### src/sv/spp_pkg.sv
// Shared constants, register codes and status types of the sine plasma pixel generator.
// Depends on nothing; every other file of the block imports it.
package spp_pkg;

	// Field widths of the channels.
	localparam int PX_W        = 9;
	localparam int PY_W        = 8;
	localparam int STEP_W      = 5;
	localparam int COLOR_W     = 8;
	localparam int CFG_IDX_W   = 4;
	localparam int CFG_DATA_W  = 9;

	// Default geometry and sine resolution.
	localparam int WIDTH_DEF      = 320;
	localparam int HEIGHT_DEF     = 200;
	localparam int SINE_STEPS_DEF = 1024;

	// Fixed-point constants of the distance and phase arithmetic.
	localparam int DIST_W      = 16;
	localparam int DIST_FRAC2  = 12;
	localparam int SINE_W      = 16;
	localparam int DIV_ONE     = 10;
	localparam int DIV_TWO     = 7;
	localparam int AMP_ONE     = 100;
	localparam int AMP_TWO     = 150;
	localparam int FOLD_BASE   = 512;
	localparam int FOLD_LIMIT  = 255;
	localparam int COLOR_SUB   = 254;
	localparam int SUM_SHIFT   = 14;
	localparam int PHASE_LAT   = 7;
	localparam longint unsigned TWO_PI_Q16  = 64'd411775;
	localparam longint unsigned HALF_PI_Q30 = 64'd1686629713;

	// Reset values of the configuration registers.
	localparam logic signed [STEP_W-1:0] STEP_X_ONE_RST = 5'sd2;
	localparam logic signed [STEP_W-1:0] STEP_Y_ONE_RST = -5'sd2;
	localparam logic signed [STEP_W-1:0] STEP_X_TWO_RST = -5'sd3;
	localparam logic signed [STEP_W-1:0] STEP_Y_TWO_RST = 5'sd4;
	localparam int START_X_ONE_RST = 100;
	localparam int START_Y_ONE_RST = 100;
	localparam int START_X_TWO_RST = 42;
	localparam int START_Y_TWO_RST = 170;

	// Queue between the front and the back.
	localparam int QDEPTH = 4;
	localparam int QCNT_W = 3;

	// Register indexes of the configuration port.
	typedef enum logic [CFG_IDX_W-1:0] {
		REG_STEP_X_ONE  = 4'd0,
		REG_STEP_Y_ONE  = 4'd1,
		REG_STEP_X_TWO  = 4'd2,
		REG_STEP_Y_TWO  = 4'd3,
		REG_START_X_ONE = 4'd4,
		REG_START_Y_ONE = 4'd5,
		REG_START_X_TWO = 4'd6,
		REG_START_Y_TWO = 4'd7
	} cfg_reg_e;

	// Status of the queue, watched by the top level.
	typedef struct packed {
		logic              push;
		logic              pop;
		logic              full;
		logic              empty;
		logic [QCNT_W-1:0] count;
	} queue_stat_t;

endpackage

### src/sv/spp_queue.sv
// Short queue that decouples the front from the back of the pixel generator.
// Depends on spp_pkg for the depth and the status struct.
module spp_queue import spp_pkg::*; #(
	parameter int DATA_W = 36
) (
	input  logic              clk,
	input  logic              arst_n,
	input  logic              push,
	input  logic [DATA_W-1:0] push_data,
	input  logic              pop,
	output logic [DATA_W-1:0] head_data,
	output queue_stat_t       stat
);
	localparam int QA_W = $clog2(QDEPTH);

	logic [DATA_W-1:0] mem_q [QDEPTH];
	logic [QA_W-1:0]   wr_ptr_q;
	logic [QA_W-1:0]   rd_ptr_q;
	logic [QCNT_W-1:0] cnt_q;

	// Storage is written at the tail; the head is read in place.
	always_ff @(posedge clk) begin
		if (push) begin
			mem_q[wr_ptr_q] <= push_data;
		end
	end

	assign head_data = mem_q[rd_ptr_q];

	// Pointers and fill count.
	always_ff @(posedge clk or negedge arst_n) begin
		if (!arst_n) begin
			wr_ptr_q <= '0;
			rd_ptr_q <= '0;
			cnt_q    <= '0;
		end else begin
			if (push) begin
				wr_ptr_q <= wr_ptr_q + QA_W'(1);
			end
			if (pop) begin
				rd_ptr_q <= rd_ptr_q + QA_W'(1);
			end
			if (push && !pop) begin
				cnt_q <= cnt_q + QCNT_W'(1);
			end else if (pop && !push) begin
				cnt_q <= cnt_q - QCNT_W'(1);
			end
		end
	end

	always_comb begin
		stat.push  = push;
		stat.pop   = pop;
		stat.full  = (cnt_q == QCNT_W'(QDEPTH));
		stat.empty = (cnt_q == '0);
		stat.count = cnt_q;
	end
endmodule

### config.mk
export PLATFORM = sky130hd
export DESIGN_NAME = spp_queue
export DESIGN_NICKNAME = d
export VERILOG_FILES = /design/src/sv/spp_pkg.sv /design/src/sv/spp_queue.sv
export SDC_FILE = /design/constraint.sdc
export NUM_CORES = 1
export LEC_CHECK = 0
export ABC_AREA = 1
export BUFFER_PORTS_ARGS = -buffer_cell sky130_fd_sc_hd__buf_2
export CORE_MARGIN = 4
export CORE_UTILIZATION = 30
export CTS_CLUSTER_SIZE = 25
export DETAILED_ROUTE_END_ITERATION = 8
export PLACE_DENSITY_LB_ADDON = 0.05
export SYNTH_ARGS = -nofsm -noshare
export SYNTH_HDL_FRONTEND = slang
export SYNTH_SLANG_ARGS = --single-unit
### constraint.sdc
create_clock -name clk -period 2.2 [get_ports clk]
set_input_delay 0.33 -clock clk [delete_from_list [all_inputs] [get_ports clk]]
set_output_delay 0.33 -clock clk [all_outputs]
set_load 0.01 [all_outputs]
Word-level counts from Yosys, hierarchy flattened
Memories as Yosys holds them, arrays and structs flattened.
Cells that the tools add are included.
W data, S select, Z words.
- register bits: 7
- bits in writable memories: 144
- input bits: 40
- output and inout port bits: 43
- logic and storage cells: 19
- memories: 1
- memory list (memory ; depth ; width ; read ports ; clocked after memory_dff ; wr ports ; RTL line ; source):
    mem_q ; 4 ; 36 ; 1 ; 0 ; 1 ; spp_queue.sv:16 ; logic [DATA_W-1:0] mem_q [QDEPTH];
- add/subtract/negate cells: 4
- equal/unequal tests: 1
- multiplexer cells: 4
- reduce and logical (&&, ||, !) cells: 6
- operators with widths (cell ; count):
    $mux W3 ; 2
    $add A2 B1 Y2 const B ; 2
    $add A3 B1 Y3 const B ; 1
    $eq A3 B3 Y1 const B ; 1
    $logic_not A3 Y1 ; 1
    $sub A3 B1 Y3 const B ; 1
    $logic_and A1 B1 Y1 ; 2
    $logic_not A1 Y1 ; 2
    $mux W1 ; 2
    $reduce_bool A2 Y1 ; 1

Depth between registers and ports, before layout
Gate-level depths: netlist of the first run.
- depth in word-level cells: 4
- mapped depth: 9
- gate-level depth less buffers: 9

Worst setup path before layout of the first run
OpenSTA, ideal clock, no wires.
- path type: reg-to-reg
- start: register wr_ptr_q[0]
- end: memory mem_q[2][0] (enable)
- setup time: 0.391 ns
- data arrival time: 1.375 ns
- required time: 1.809 ns
- path slack: 0.435 ns
- stages on the path, launching flop included: 5
- cells stage by stage: dfrtp_1 -> inv_1 -> ha_1 -> nand2_1 -> inv_1
- RTL lines (item ; RTL line ; source):
    from (decl) ; spp_queue.sv:17 ; logic [QA_W-1:0] wr_ptr_q;
    from (signal assigned) ; spp_queue.sv:38 ; wr_ptr_q <= wr_ptr_q + QA_W'(1);
    to (decl) ; spp_queue.sv:16 ;
Straight into the memory's write port.

Final worst setup path of the first run
- start: register rd_ptr_q[0]
- end: output port head_data[3]
- longest elaborated chain between the ends: 1
- RTL lines (item ; RTL line ; source):
    from (decl) ; spp_queue.sv:18 ; logic [QA_W-1:0] rd_ptr_q;
    from (signal assigned) ; spp_queue.sv:41 ; rd_ptr_q <= rd_ptr_q + QA_W'(1);
    $mem_v2 Z4 W36 ; -- ;
    to (decl) ; spp_queue.sv:11 ; output logic [DATA_W-1:0] head_data,
Every way passes these cells.

==> results.md, run 1 <==
* Antenna violations before repair at 2
* Final wirelength at 13000 um
* Skew-Pair Late Insertion Delay at 0.42 ns
* Ys Warns at 0
* Fill count at 1966
* Slew margin rel. at 75.4%
* WP data required at 1.87 ns
* Worst hold stages at 1
* CTS tree: built
* Largest net degree at the start of global routing at 57
* Largest fanout on the critical path at 32
* Clock sinks at 151
* DRC at 0
* Max H-tree Level at 4
* Number of synthesized flops with an enable pin at 144
* RePlAce Congestion at 0.707
* Final Skew at 0.00672 ns
* Initial Util at 30.5%
* Syn_nets at 515
* Area contributors post-synth: edfxtp_1, o211ai_1, nand2_1
* Mux cell area share after synthesis at 0%
* Yosys top cell by area: edfxtp_1
* F_max at 488 MHz
* First-pass GRT wire length at 20000 um
* Pwr/cell area at 1350 mW/mm2
* Initial DRC Count at 135
* Clock Tree Buf Depth at 2
* FF+latch count, synth at 151
* Data arrival, critical path at 1.72 ns
* Worst r2r src: wr_ptr_q[0]
* Row count at 52
* Global route overflow at 0
* Die footprint at 0.0229 mm2
* Setup_tns at 0 ns
* Worst R2R Setup Slack at 0.66 ns
* Simple-gate share of the synthesized area at 7.70%
* Register-to-Register Path Depth at 4
* Synth-to-layout area growth at 20.4%
* Most frequent cell after synthesis: edfxtp_1
* Worst Hold Class: input pin to flop
* Synth top area share at 70.0%
* Startpoint types: flop
* Die W at 151 um
* Diodes inserted at 0
* Share of cells above drive strength 1 at 23.4%
* Cell area after synthesis at 0.00617 mm2
* Leak at 3.01 nW
* DR vias/cell at 4.27
* Peak supply drop at 0.585 mV
* Die height at 151 um
* Setup violators final at 0
* Post-DP HPWL at 7990 um
* DP Worst Slack at 0.599 ns
* Critical path class: flop to output port
* Run status: completed
* Largest family of logic cells by synthesized area: compound AO/OA/AOI/OAI gates
* RSZ-0062 raised after global routing: no
* Clock root buffer: clkbuf_16
* Max-Cap Viols at 0
* Endpoint class of the critical path: output port
* IO Port Bufs at 82
* Final Hold Viols at 0
* Core area at 0.0202 mm2
* Io pins at 83
* CTS buffer count at 17
* Clk pin slew, worst setup/hold paths at 0.07 ns
* FFs w/ async S/R, synth at 4.64%
* Number of global-route vias before repair at 3506
* Nets@finish at 605
* DR WL/cell at 15.4 um
* Vias at 3595
* Post-synth top cells: edfxtp_1, nand2_1, inv_1, o211ai_1, buf_4
* Synth Area in Adders at 1.34%
* Final Max Slew Viols at 0
* Final min period at 2.05 ns
* Mapped Avg Cell Area at 13.2 um2
* R2r endpoint: mem_q[3][15]
* 1st-pass router iterations at 4
* Hold EP: mem_q[3][19]
* Netlist cell types at 19
* Final period utilization at 93.2%
* DRT antenna net count at 0
* Primary FF master, synth: edfxtp_1
* Synth Instances at 469
* Hold path start: push_data[19]
* Synth Area in XOR/XNOR at 0.567%
* Worst setup margin at 0.149 ns
* Post-synthesis sequential area ratio at 72.9%
* GRT Overall Usage at 11.8%
* Least-Margin Pin Slew at 0.369 ns
* Complex-gate fraction of the synthesized area at 8.84%
## final cells by class
type                       instances  area, um2  area share, %
tap                              270        338           4.54
clock inverter                    14        143           1.92
sequential                       151       4500           60.6
inverter                          84        320           4.31
multi-input combinational        208       1140           15.3
timing repair buffer              97        563           7.57
clock buffer                      18        429           5.77
## where the power goes
group	switching [mW]	internal (mW)	leakage [nW]
Clock	1.21	1.59	0.276
Combinational	2.11	1.16	1.33
Sequential	0.209	3.78	1.40
Total	3.52	6.52	3.01
## critical path, stage by stage (launching register included)
cell and delay (ns):
dfrtp_4 0.56, buf_4 0.26, o211ai_1 0.26, nand2_1 0.08, buf_2 0.14
## placed cells by master, fill, tap and decap left out, types with 2 or more instances in the layout
cell | synthesis | final
inv_2 | 0 | 4
clkinvlp_4 | 0 | 2
nand2_1 | 121 | 121
inv_6 | 0 | 5
clkbuf_16 | 0 | 17
inv_1 | 83 | 79
buf_12 | 0 | 3
inv_8 | 0 | 2
dfrtp_1 | 7 | 5
o211ai_1 | 72 | 72
xor2_1 | 3 | 3
edfxtp_1 | 144 | 144
buf_4 | 12 | 11
clkinv_4 | 1 | 4
buf_2 | 6 | 82
nor3_1 | 2 | 2
ha_1 | 5 | 5
## metal layers
layer	GRT usage, %	part of all wire (%)
met1	15.5	46
met2	18.4	47
met3	3.99	5.1
met4	3.40	1.1
met5	0	0.17
## timing repair
item	CTS	global route
endpoints found under the hold margin	7	0
hold buffers	1	0
buffers inserted	0	0
gates resized for setup	0	0
## cells by family after synthesis
group	Yosys count
compound gates	73
buf+inv	110
fa+ha+maj	6
xor+xnor	4
simple gates	125
flops	151
## stage by stage
stage          util, %  instances  hold slack (ns)  power, mW  instance area (um2)
3_5_place_dp      33.9        809            0.179       7.44                 6850
2_1_floorplan        -        469           0.0344       6.24                 6170
4_1_cts           36.7        842            0.112       10.3                 7440
5_1_grt           36.7        842            0.111       10.8                 7440
3_3_place_gp      33.9        809            0.180       7.41                 6850
6_report          36.7        842            0.127       10.0                 7440
## state kept, by name, summed over array words and instances, names as in the netlist
signal    cells
mem_q       144
wr_ptr_q      2
cnt_q         3
rd_ptr_q      2
## how the worst max path moves through the flow
stage | start | cells past startpoint | slack [ns] | to
global placement | rd_ptr_q[0] | 4 | 0.60 | head_data[10]
detailed placement | rd_ptr_q[0] | 4 | 0.60 | head_data[3]
floorplan | wr_ptr_q[0] | 4 | 0.43 | mem_q[2][0]
finish | rd_ptr_q[0] | 4 | 0.15 | head_data[3]
CTS | rd_ptr_q[0] | 4 | 0.14 | head_data[3]
global route | rd_ptr_q[0] | 5 | 0.02 | head_data[3]
Power figures use the tool's default switching activity.
==> inputs of run 2 (changes only) <==
Settings changed: CORE_UTILIZATION 30 to 43.
==> run 2 against run 1 <==
  * Clock power is 5% lower
  * Sequential share of layout area is 0.74 points higher
  * Worst hold slack better by 0.0078 ns
  * Combinational power is 1% higher
  * Clock skew hardly changed
  * Critical path depth stayed put
  * Via count hardly changed
  * Count of clock-buffer cells in the layout stayed put
  * First-iteration DRC count is 21% higher
  * Maximum frequency is 3.1% higher
  * Utilization is 16 points higher
  * Sequential power hardly changed
  * Critical path type unchanged
==> results.md, run 2 (synthesized netlist as in run 1, its figures left out) <==
* GR peak layer: met2
* Least-Margin Pin Slew at 0.416 ns
* Setup violators final at 0
* 1st-pass router iterations at 4
* GRT Overall Usage at 14.9%
* Worst path depth at 4
* Top cell family by delay on the critical path: flip-flops
* Final Hold Viols at 0
* Endpoint class of the critical path: output port
* Max-Cap Viols at 0
* Number of global-route vias before repair at 3460
* Worst setup margin at 0.210 ns
* CTS buffer count at 17
* Util after Layout at 52.5%
* Peak supply drop at 0.689 mV
* Final Skew at 0.00683 ns
* Max H-tree Level at 4
* Leak at 3.02 nW
* Initial DRC Count at 164
* Largest register FFs at 144
* Die height at 128 um
* Antenna violations before repair at 1
* Startpoint types: flop
* Io pins at 83
* Worst R2R Setup Slack at 0.63 ns
* Slowest cell on the critical path: dfrtp_4
* Post-cts sizing count at 0
* Top Registers: mem_q: 144 flops, cnt_q: 3 flops
* DR vias/cell at 4.78
* Grt met3 use at 4.46%
* Clock Tree Buf Depth at 2
* Worst r2r src: wr_ptr_q[1]
* DRT antenna net count at 0
* Clock root buffer: clkbuf_16
* Setup_tns at 0 ns
* Die footprint at 0.0163 mm2
* Cell Chain, Critical Path: buf_6 -> o211ai_1 -> nand2_1 -> buf_2
* Run status: completed
* DRC at 0
* Nets@finish at 607
* Commonest non-fill, non-tap cells in the layout: edfxtp_1, nand2_1, buf_2
* Skew-Pair Late Insertion Delay at 0.41 ns
* Met1 Track Usage GR at 18.7%
* Fill count at 1199
* Non-Filler Instances at 753
* Global route overflow at 0
* CTS tree: built
* Slew margin rel. at 72.3%
* Final min period at 1.99 ns
* WP data required at 1.87 ns
* Design Area, Final at 0.00735 mm2
* Met2 Track Usage GR at 24.8%
* Total Power at 9.95 mW
* Post-DP HPWL at 7180 um
* First-pass GRT wire length at 18400 um
* Diodes inserted at 0
* Vias at 3598
* Worst setup startpoint: rd_ptr_q[0]
* RSZ-0062 raised after global routing: no
* Final wirelength at 11700 um
* RePlAce Congestion at 0.702
* Placed insts at 719
* Most common cell after layout, fill and taps aside: edfxtp_1
* Register-to-Register Path Depth at 5
* Largest fanout on the critical path at 15
* CP peak stage delay at 0.58 ns
* Critical Path End: head_data[6]
* F_max at 503 MHz
* Clock sinks at 151
* Worst path bufs/invs at 2
* IO Port Bufs at 82
* R2r endpoint: mem_q[1][16]
* Die W at 128 um
* Data arrival, critical path at 1.66 ns
* Clk pin slew, worst setup/hold paths at 0.06 ns
* Critical path class: flop to output port
* Row count at 43
* Fin Hold WS at 0.134 ns
* DR WL/cell at 15.5 um
* Largest net degree at the start of global routing at 41
* Pwr/cell area at 1350 mW/mm2
* Share of cells above drive strength 1 at 22.5%
* Final period utilization at 90.4%
* Top reg by flops: mem_q
* Initial Util at 44.1%
* Synth-to-layout area growth at 19.0%
* Cell Area, Placed at 0.00677 mm2
* Core area at 0.0140 mm2
* Final Max Slew Viols at 0
* DP Worst Slack at 0.370 ns
* Worst Hold Class: input pin to flop
## run 2: changes by cell type in the layout (fill, tap and decap cells not counted), moves of 2 or more
cell	before	now
clkinv_1	0	6
inv_8	2	0
inv_6	5	0
clkinv_4	4	2
buf_4	11	9
clkinv_2	1	3
buf_12	3	5
## run 2: final cells by class
type                       instances  area, um2  area share, %
tap                              180        225           3.07
inverter                          84        320           4.36
timing repair buffer              99        614           8.36
multi-input combinational        208       1140           15.5
clock buffer                      18        429           5.84
sequential                       151       4500           61.3
clock inverter                    13        114           1.55
## run 2: report_power, final
part / internal (mW) / leakage (nW) / switching (mW) / total (mW)
clock: 1.63 / 0.264 / 1.02 / 2.65
sequential: 3.78 / 1.40 / 0.222 / 4.00
combinational: 1.23 / 1.35 / 2.07 / 3.30
## run 2: per-layer routing
| metal | share of wire, % | vias up |
|---|---|---|
| li1 | - | 1802 |
| met1 | 44 | 1706 |
| met2 | 49 | 74 |
| met3 | 5.1 | 14 |
| met4 | 1.4 | 2 |
| met5 | 0.15 | - |
## run 2: how the worst min path moves through the flow
stage | start | end | slack [ns] | cells past startpoint
6_report | push_data[21] | mem_q[1][21] | 0.13 | 1
5_1_grt | push_data[31] | mem_q[1][31] | 0.12 | 1
4_1_cts | push_data[21] | mem_q[1][21] | 0.11 | 1
3_5_place_dp | arst_n | cnt_q[2] | 0.18 | 1
3_3_place_gp | arst_n | cnt_q[0] | 0.18 | 1
2_1_floorplan | arst_n | cnt_q[0] | 0.03 | 0
## run 2: timing repair
action / 4_1_cts / 5_1_grt
gates cloned: 0 / 0
buffers inserted: 1 / 1
hold endpoints to repair: 7 / 0
hold buffers: 1 / 0
endpoints found under the setup margin: 8 / 4
