$ cat src/sv/spp_pkg.sv
// Shared constants, register codes and status types of the sine plasma pixel generator.
// Depends on nothing; every other file of the block imports it.
package spp_pkg;

	// Field widths of the channels.
	localparam int PX_W        = 9;
	localparam int PY_W        = 8;
	localparam int STEP_W      = 5;
	localparam int COLOR_W     = 8;
	localparam int CFG_IDX_W   = 4;
	localparam int CFG_DATA_W  = 9;

	// Default geometry and sine resolution.
	localparam int WIDTH_DEF      = 320;
	localparam int HEIGHT_DEF     = 200;
	localparam int SINE_STEPS_DEF = 1024;

	// Fixed-point constants of the distance and phase arithmetic.
	localparam int DIST_W      = 16;
	localparam int DIST_FRAC2  = 12;
	localparam int SINE_W      = 16;
	localparam int DIV_ONE     = 10;
	localparam int DIV_TWO     = 7;
	localparam int AMP_ONE     = 100;
	localparam int AMP_TWO     = 150;
	localparam int FOLD_BASE   = 512;
	localparam int FOLD_LIMIT  = 255;
	localparam int COLOR_SUB   = 254;
	localparam int SUM_SHIFT   = 14;
	localparam int PHASE_LAT   = 7;
	localparam longint unsigned TWO_PI_Q16  = 64'd411775;
	localparam longint unsigned HALF_PI_Q30 = 64'd1686629713;

	// Reset values of the configuration registers.
	localparam logic signed [STEP_W-1:0] STEP_X_ONE_RST = 5'sd2;
	localparam logic signed [STEP_W-1:0] STEP_Y_ONE_RST = -5'sd2;
	localparam logic signed [STEP_W-1:0] STEP_X_TWO_RST = -5'sd3;
	localparam logic signed [STEP_W-1:0] STEP_Y_TWO_RST = 5'sd4;
	localparam int START_X_ONE_RST = 100;
	localparam int START_Y_ONE_RST = 100;
	localparam int START_X_TWO_RST = 42;
	localparam int START_Y_TWO_RST = 170;

	// Queue between the front and the back.
	localparam int QDEPTH = 4;
	localparam int QCNT_W = 3;

	// Register indexes of the configuration port.
	typedef enum logic [CFG_IDX_W-1:0] {
		REG_STEP_X_ONE  = 4'd0,
		REG_STEP_Y_ONE  = 4'd1,
		REG_STEP_X_TWO  = 4'd2,
		REG_STEP_Y_TWO  = 4'd3,
		REG_START_X_ONE = 4'd4,
		REG_START_Y_ONE = 4'd5,
		REG_START_X_TWO = 4'd6,
		REG_START_Y_TWO = 4'd7
	} cfg_reg_e;

	// Status of the queue, watched by the top level.
	typedef struct packed {
		logic              push;
		logic              pop;
		logic              full;
		logic              empty;
		logic [QCNT_W-1:0] count;
	} queue_stat_t;

endpackage

$ cat src/sv/spp_if.sv
// Handshake interfaces of the pixel, color and configuration channels.
// Depends on spp_pkg for the field widths.
interface spp_pixel_if import spp_pkg::*; ();
	logic            valid;
	logic            ready;
	logic [PX_W-1:0] pixel_x;
	logic [PY_W-1:0] pixel_y;
	logic            frame_start;
	modport source (output valid, pixel_x, pixel_y, frame_start, input ready);
	modport sink (input valid, pixel_x, pixel_y, frame_start, output ready);
endinterface


interface spp_cfg_if import spp_pkg::*; ();
	logic                  valid;
	logic                  ready;
	logic [CFG_IDX_W-1:0]  index;
	logic [CFG_DATA_W-1:0] data;
	modport source (output valid, index, data, input ready);
	modport sink (input valid, index, data, output ready);
endinterface

$ cat src/sv/spp_front.sv
// Front of the pixel generator: takes pixels and configuration, moves the origins,
// and queues the absolute coordinate differences. Depends on spp_pkg and spp_if.
module spp_front import spp_pkg::*; #(
	parameter int WIDTH  = WIDTH_DEF,
	parameter int HEIGHT = HEIGHT_DEF,
	parameter int MW     = PX_W
) (
	input  logic          clk,
	input  logic          arst_n,
	spp_pixel_if.sink     pix,
	spp_cfg_if.sink       cfg,
	input  logic          q_full,
	output logic          push,
	output logic [4*MW-1:0] push_data
);
	localparam int PW = MW + 2;
	localparam logic [MW-1:0] LIM_X = MW'(WIDTH - 1);
	localparam logic [MW-1:0] LIM_Y = MW'(HEIGHT - 1);

	logic [MW-1:0]            col1_q, row1_q, col2_q, row2_q;
	logic signed [STEP_W-1:0] vx1_q, vy1_q, vx2_q, vy2_q;
	logic [STEP_W+MW-1:0]     nc1, nr1, nc2, nr2;
	logic [MW-1:0]            px, py;

	// Advance one coordinate and reflect its velocity at the screen edges.
	function automatic logic [STEP_W+MW-1:0] bounce(input logic [MW-1:0] pos,
			input logic signed [STEP_W-1:0] vel, input logic [MW-1:0] limit);
		logic signed [PW-1:0]     p;
		logic signed [STEP_W-1:0] v;
		v = vel;
		p = $signed({2'b00, pos}) + PW'(vel);
		if (p > $signed({2'b00, limit})) begin
			v = -v;
			p = $signed({2'b00, limit});
		end
		if (p < PW'(1)) begin
			v = -v;
			p = PW'(1);
		end
		return {v, p[MW-1:0]};
	endfunction

	function automatic logic [MW-1:0] absdiff(input logic [MW-1:0] a, input logic [MW-1:0] b);
		return (a >= b) ? (a - b) : (b - a);
	endfunction

	// Origins as they stand for this pixel, advanced first on a frame start.
	always_comb begin
		if (pix.frame_start) begin
			nc1 = bounce(col1_q, vx1_q, LIM_X);
			nr1 = bounce(row1_q, vy1_q, LIM_Y);
			nc2 = bounce(col2_q, vx2_q, LIM_X);
			nr2 = bounce(row2_q, vy2_q, LIM_Y);
		end else begin
			nc1 = {vx1_q, col1_q};
			nr1 = {vy1_q, row1_q};
			nc2 = {vx2_q, col2_q};
			nr2 = {vy2_q, row2_q};
		end
	end

	assign px        = MW'(pix.pixel_x);
	assign py        = MW'(pix.pixel_y);
	assign pix.ready = !q_full;
	assign push      = pix.valid && !q_full;
	assign push_data = {absdiff(px, nc1[MW-1:0]), absdiff(py, nr1[MW-1:0]),
		absdiff(px, nc2[MW-1:0]), absdiff(py, nr2[MW-1:0])};
	assign cfg.ready = 1'b1;

	// Origin and velocity state: loaded by configuration, moved by frame starts.
	always_ff @(posedge clk or negedge arst_n) begin
		if (!arst_n) begin
			vx1_q  <= STEP_X_ONE_RST;
			vy1_q  <= STEP_Y_ONE_RST;
			vx2_q  <= STEP_X_TWO_RST;
			vy2_q  <= STEP_Y_TWO_RST;
			col1_q <= MW'(START_X_ONE_RST);
			row1_q <= MW'(START_Y_ONE_RST);
			col2_q <= MW'(START_X_TWO_RST);
			row2_q <= MW'(START_Y_TWO_RST);
		end else if (cfg.valid) begin
			case (cfg.index)
				REG_STEP_X_ONE:  vx1_q  <= cfg.data[STEP_W-1:0];
				REG_STEP_Y_ONE:  vy1_q  <= cfg.data[STEP_W-1:0];
				REG_STEP_X_TWO:  vx2_q  <= cfg.data[STEP_W-1:0];
				REG_STEP_Y_TWO:  vy2_q  <= cfg.data[STEP_W-1:0];
				REG_START_X_ONE: col1_q <= MW'(cfg.data[PX_W-1:0]);
				REG_START_Y_ONE: row1_q <= MW'(cfg.data[PY_W-1:0]);
				REG_START_X_TWO: col2_q <= MW'(cfg.data[PX_W-1:0]);
				REG_START_Y_TWO: row2_q <= MW'(cfg.data[PY_W-1:0]);
				default: ;
			endcase
		end else if (push && pix.frame_start) begin
			{vx1_q, col1_q} <= nc1;
			{vy1_q, row1_q} <= nr1;
			{vx2_q, col2_q} <= nc2;
			{vy2_q, row2_q} <= nr2;
		end
	end
endmodule

$ cat src/flat_wrapper.sv
// flat-port wrapper written by rule: the top's interface ports become plain ports
module spp_front_flat import spp_pkg::*;
#(
	parameter int WIDTH  = WIDTH_DEF,
	parameter int HEIGHT = HEIGHT_DEF,
	parameter int MW     = PX_W
)
  (clk, arst_n, q_full, push, push_data, pix_valid, pix_pixel_x, pix_pixel_y, pix_frame_start, pix_ready, cfg_valid, cfg_index, cfg_data, cfg_ready);
  spp_pixel_if pix_i ();
  spp_cfg_if cfg_i ();
  input  logic clk;
  input  logic arst_n;
  input  logic q_full;
  output logic push;
  output logic [4*MW-1:0] push_data;
  input wire logic [$bits(pix_i.valid)-1:0] pix_valid;
  input wire logic [$bits(pix_i.pixel_x)-1:0] pix_pixel_x;
  input wire logic [$bits(pix_i.pixel_y)-1:0] pix_pixel_y;
  input wire logic [$bits(pix_i.frame_start)-1:0] pix_frame_start;
  output wire logic [$bits(pix_i.ready)-1:0] pix_ready;
  input wire logic [$bits(cfg_i.valid)-1:0] cfg_valid;
  input wire logic [$bits(cfg_i.index)-1:0] cfg_index;
  input wire logic [$bits(cfg_i.data)-1:0] cfg_data;
  output wire logic [$bits(cfg_i.ready)-1:0] cfg_ready;
  assign pix_i.valid = pix_valid;
  assign pix_i.pixel_x = pix_pixel_x;
  assign pix_i.pixel_y = pix_pixel_y;
  assign pix_i.frame_start = pix_frame_start;
  assign pix_ready = pix_i.ready;
  assign cfg_i.valid = cfg_valid;
  assign cfg_i.index = cfg_index;
  assign cfg_i.data = cfg_data;
  assign cfg_ready = cfg_i.ready;
  spp_front #(.WIDTH(WIDTH), .HEIGHT(HEIGHT), .MW(MW)) u_core (.clk(clk), .arst_n(arst_n), .pix(pix_i), .cfg(cfg_i), .q_full(q_full), .push(push), .push_data(push_data));
endmodule
$ cat config.mk
export PLATFORM = sky130hd
export DESIGN_NAME = spp_front_flat
export DESIGN_NICKNAME = d
export VERILOG_FILES = /design/src/sv/spp_pkg.sv /design/src/sv/spp_if.sv /design/src/sv/spp_front.sv /design/src/flat_wrapper.sv
export SDC_FILE = /design/constraint.sdc
export NUM_CORES = 1
export LEC_CHECK = 0
export BUFFER_PORTS_ARGS = -buffer_cell sky130_fd_sc_hd__clkbuf_2
export CORE_UTILIZATION = 67
export DETAILED_ROUTE_END_ITERATION = 7
export HOLD_SLACK_MARGIN = 0.06
export PLACE_DENSITY = 0.9
export RECOVER_POWER = 25
export SYNTH_ARGS = -nofsm -noshare
export SYNTH_HDL_FRONTEND = slang
export SYNTH_SLANG_ARGS = --single-unit
$ cat constraint.sdc
create_clock -name clk -period 15.9 [get_ports clk]
set_clock_uncertainty 0.15 [all_clocks]
set_input_delay 3.18 -clock clk [delete_from_list [all_inputs] [get_ports clk]]
set_output_delay 3.18 -clock clk [all_outputs]
set_load 0.1 [all_outputs]
Word level (Yosys, flattened, before mapping):

Index checks and enable logic that the tools add are counted.

* register bits: 56
* input bits: 36
* output and inout port bits: 39
* word-level logic and storage cells: 125

* add/subtract/negate cells: 20
* $lt $le $gt $ge: 12
* equality and inequality tests: 15
* muxes and demuxes: 56
* reductions and logical operators: 14

Operators with widths (count)
* 2-to-1 mux 9 bit: 20
* 2-to-1 mux 5 bit: 24
* 2-to-1 mux 11 bit: 8
* 2-to-1 mux 14 bit: 4
* adder 10 x 5 -> 11 bit: 4
* less-than comparator 11 x 2 -> 1 bit (second input constant): 4
* negator 5 bit: 8
* subtractor 9 bit: 4
* greater-than comparator 11 x 10 -> 1 bit (second input constant): 2
* greater-than comparator 11 x 9 -> 1 bit (second input constant): 2
* >= comparator 8 x 9 -> 1 bit: 2
* >= comparator 9 bit: 2
* subtractor 8 x 9 -> 9 bit: 2
* subtractor 9 x 8 -> 9 bit: 2
* == test 4 x 3 -> 1 bit (second input constant): 4
* != test 2 x 1 -> 1 bit (second input constant): 8
* AND reduction 3 bit: 4
* == test 4 x 2 -> 1 bit (second input constant): 2
* AND reduction 2 bit: 4
* == test 4 x 1 -> 1 bit (second input constant): 1
* zero test 4 bit: 1
* nonzero test 2 bit: 2
* logical AND 1 bit: 2
* zero test 1 bit: 1

Longest topological paths before layout:

* depth after elaboration: 9
* mapped depth: 25
* gate-level depth less buffers: 24

Least setup slack after synthesis:

OpenSTA, ideal clock, no wires.

* kind: input port to output port
* start point: in pix_frame_start
* end point: out push_data[26]
* arrival time: 7770 ps
* data required time: 12570 ps
* setup slack: 4800 ps
* stages on the path: 14
* path buffers: 2
* cells stage by stage: buf_2 -> buf_1 -> mux2_2 -> ha_1 -> nor2b_1 -> o21a_1 -> o21ai_0 -> a21oi_1 -> o221ai_2 -> mux2_2 -> a221o_1 -> a21oi_1 -> o21ai_1 -> xor2_1

* cells in the longest elaborated chain, start to end: 3
* elaborated cells on any way between the ends: 5
* classes of those cells: add/sub: 2; order compare: 1; mux: 2

RTL lines
* start, declared: line flat_wrapper.sv:19 `input wire logic [$bits(pix_i.frame_start)-1:0] pix_frame_start;`
* 2-to-1 mux 14 bit *: line spp_front.sv:49 `if (pix.frame_start) begin`
* subtractor 9 x 8 -> 9 bit (tied with other cells): line spp_front.sv:44 `return (a >= b) ? (a - b) : (b - a);`
* 2-to-1 mux 9 bit *: line spp_front.sv:44
* end, declared: line flat_wrapper.sv:15 `output logic [4*MW-1:0] push_data;`

Every way passes the cells marked *; elsewhere a longest branch is shown, timed or not. The select of a mux whose other input is x is not followed.

Worst setup path in the final report:

* start point: in pix_frame_start
* end point: out push_data[6]

The elaborated chain is that of the path after synthesis.

==> flow_summary.toml <==
[drt]
vias = 8469
wl_per_cell_um = 17.64
vias_per_cell = 6.565
routed_wl_um = 22760
drt_first_pass_iters = 5
final_antenna_net_count = 0
drcViolationCount = 0
drt_iter0_drc = 690

[cells_and_area]
insertedDiodeCount = 0
area_growth_pct = 6.617
multi_input_area_sq_um = 6628
regArea_sq_um = 1430
utilization_pct = 73.14
fillers = 933
fin_nets = 1275
layout-drive-gt1-share_pct = 14.04

[setup_path]
crit_type = "primary input to output pin"
critPathRequiredTime_ns = 12.57
reg2regPathDepth = 13
crit_path_end_kind = "output pin"
rrSetupSlack_ns = 11.81
timing.rr.start = "u_core.vx2_q[0]$_DFFE_PN1P_"
cp_max_fo = 35
r2r-end = "u_core.col2_q[0]$_DFFE_PN0P_"
cp-start-kind = "primary input"
cp_slowest_stage_delay_ns = 0.96
critical-path-slowest-cell = "clkinv_1"
path_cells = "clkbuf_2, clkinv_1, a21oi_1, inv_1, ha_1, o21a_1, o21ai_1, a311oi_2, o21ai_1, mux2_1, a211o_1, a221o_1, a221oi_1, xnor2_1, clkbuf_2"
cp.arrival_ns = 9.04

[clock_tree]
clk-insertion-delay-late_ns = 0.32
ctsHoldBuffers = 0
ctsHtreeMaxLevel = 2
clkTransAtPathRegs_ns = 0.08
cts_made_buffers = 5
cts_setup_buffers = 0
ctsResizeCount = 0
cts_tree = "done"
cts_sinks = 56
clk_path_buf_depth = 2
cts_root_buffer = "clkbuf_16"

[sta]
setup_violations = 0
grt_setup_unrepaired = "no"
timing.fmax_mhz = 80.85
min_period_ns = 12.37
maxSlewViolCount = 57
hold_viol = 0
worst_pin_slew_ns = 3.097
tns_ns = 0
relSlewSlack_pct = -106.5
finalCritPeriodShare_pct = 77.79

[synthesis]
ys.flop_type = "dfrtp_1"
synth_seq_cells = 56
synth.distinct_cells = 94
synth_edf_count = 0
syn_area_per_cell_sq_um = 8.020
ys_warn_count = 0
synth_fp_nets = 1233
async_flop_share_pct = 100.0
netlist_area_sq_um = 8622
synthCells = 1075
seq_area_frac_synth_pct = 16.59

[global_route]
grt_pass1_wl_um = 37540
grt_max_degree = 57
overflow = 0
antenna_found_initial = 0
track_usage_pct = 35.29
grt_pass1_vias = 8008

[min_path]
min_to = "u_core.row2_q[5]$_DFFE_PN1P_"
holdPathStages = 2
hold_class = "register to register"
hp-start = "u_core.row2_q[5]$_DFFE_PN1P_"

[floorplan]
std_cell_rows = 41
die_h_um = 115.4
core_sq_um = 12570
dieArea_sq_um = 13330
initial_core_util_pct = 68.60
die_width_um = 115.4
ios = 75

[outcome]
violations = "max-capacitance violations, max-slew violations"
outcome = "finished with violations"

[placed_design]
port_buffers = 73
place_congestion = 0.9700
dpl.hpwl_um = 17730

[run]
cap_violations = 1
==> state kept, by name, summed over array words and instances, names as in the netlist <==
register and count:
u_core.row2_q 9, u_core.vx2_q 5, u_core.vy1_q 5, u_core.vy2_q 5, u_core.row1_q 9, u_core.col2_q 9, u_core.vx1_q 5, u_core.col1_q 9
==> placed cells by master, fill, tap and decap left out, types with 30 or more instances in the layout <==
cell type | netlist | final
ha_1 | 110 | 110
inv_1 | 105 | 105
a21oi_1 | 82 | 82
nand2_1 | 79 | 79
clkbuf_2 | 0 | 73
o21ai_0 | 67 | 67
nor2_1 | 66 | 66
xnor2_1 | 41 | 41
dfrtp_1 | 33 | 33
mux2i_1 | 30 | 30
==> worst max-delay path, delay by kind of cell <==
kind	cells	cell delay (ns)
buf+inv	4	2.16
mux	1	0.39
xor+xnor	1	0.15
compound gates	8	2.75
fa+ha+maj	1	0.37
==> final cells by class <==
class / count / share of cell area, %
multi-input cells: 874 / 72.10
flip-flops and latches: 56 / 15.56
inverters: 106 / 4.328
repair buffers: 74 / 4.015
well taps: 172 / 2.341
clock buffers: 5 / 1.361
clock inverters: 3 / 0.2994
==> synth_stat cells, types with 14 or more instances <==
cell	n	area [sq um]
o21ai_0	67	335.3
nor3_1	21	105.1
nand3_1	23	115.1
a211oi_1	16	120.1
mux2_2	21	236.5
xnor2_1	41	359.1
dfstp_2	23	604.3
nand2_1	79	296.5
a21o_1	27	202.7
dfrtp_1	33	825.8
ha_1	110	1376
mux2i_1	30	300.3
a21oi_1	82	410.4
nand2b_1	14	87.58
clkbuf_1	27	101.4
xor2_1	28	245.2
inv_1	105	394.1
o21a_1	14	105.1
nor2_1	66	247.7
==> how the worst max path moves through the flow <==
| stage | endpoint | start | cells after the start | slack (ns) |
|---|---|---|---|---|
| 4_1_cts | push_data[6] | pix_frame_start | 15 | 3.72 |
| 3_5_place_dp | push_data[6] | pix_frame_start | 15 | 3.74 |
| 6_report | push_data[6] | pix_frame_start | 15 | 3.53 |
| 2_1_floorplan | push_data[26] | pix_frame_start | 14 | 4.80 |
| 3_3_place_gp | push_data[6] | pix_frame_start | 15 | 3.95 |
| 5_1_grt | push_data[17] | pix_frame_start | 15 | 3.22 |
==> through the flow <==
| step | instance area [sq um] | cells | setup WS (ns) | hold slack [ns] |
|---|---|---|---|---|
| final | 9193 | 1290 | 3.532 | 0.3363 |
| after global routing | 9193 | 1290 | 3.222 | 0.3573 |
| after CTS | 9196 | 1290 | 3.715 | 0.3386 |
| after detailed placement | 9044 | 1282 | 3.743 | 0.3275 |
| after global placement | 9044 | 1282 | 3.953 | 0.3125 |
| after floorplan | 8622 | 1075 | 4.800 | 0.2941 |
==> layer usage <==
metal  track usage, %  up-vias  share of wire [%]
met5                0        -                  0
met4            15.67        0                3.9
met3            5.439       88                7.0
met2            61.56      368                 49
met1            43.05     4025                 41
li1                 -     3988                  -
==> cells by family (layout without fill, tap and decap cells) <==
kind of cell | after synthesis | after routing | share of synthesized area (%)
other cells | 1 | 1 | 0.04349
buf+inv | 145 | 188 | 6.545
flops | 56 | 56 | 16.59
fa+ha+maj | 122 | 122 | 18.75
mux | 53 | 53 | 6.530
simple gates | 281 | 281 | 16.18
xor+xnor | 69 | 69 | 7.009
compound gates | 348 | 348 | 28.36
Power is not shown: default switching activity piles up to over one toggle a cycle in this logic, so the estimate is an artifact.
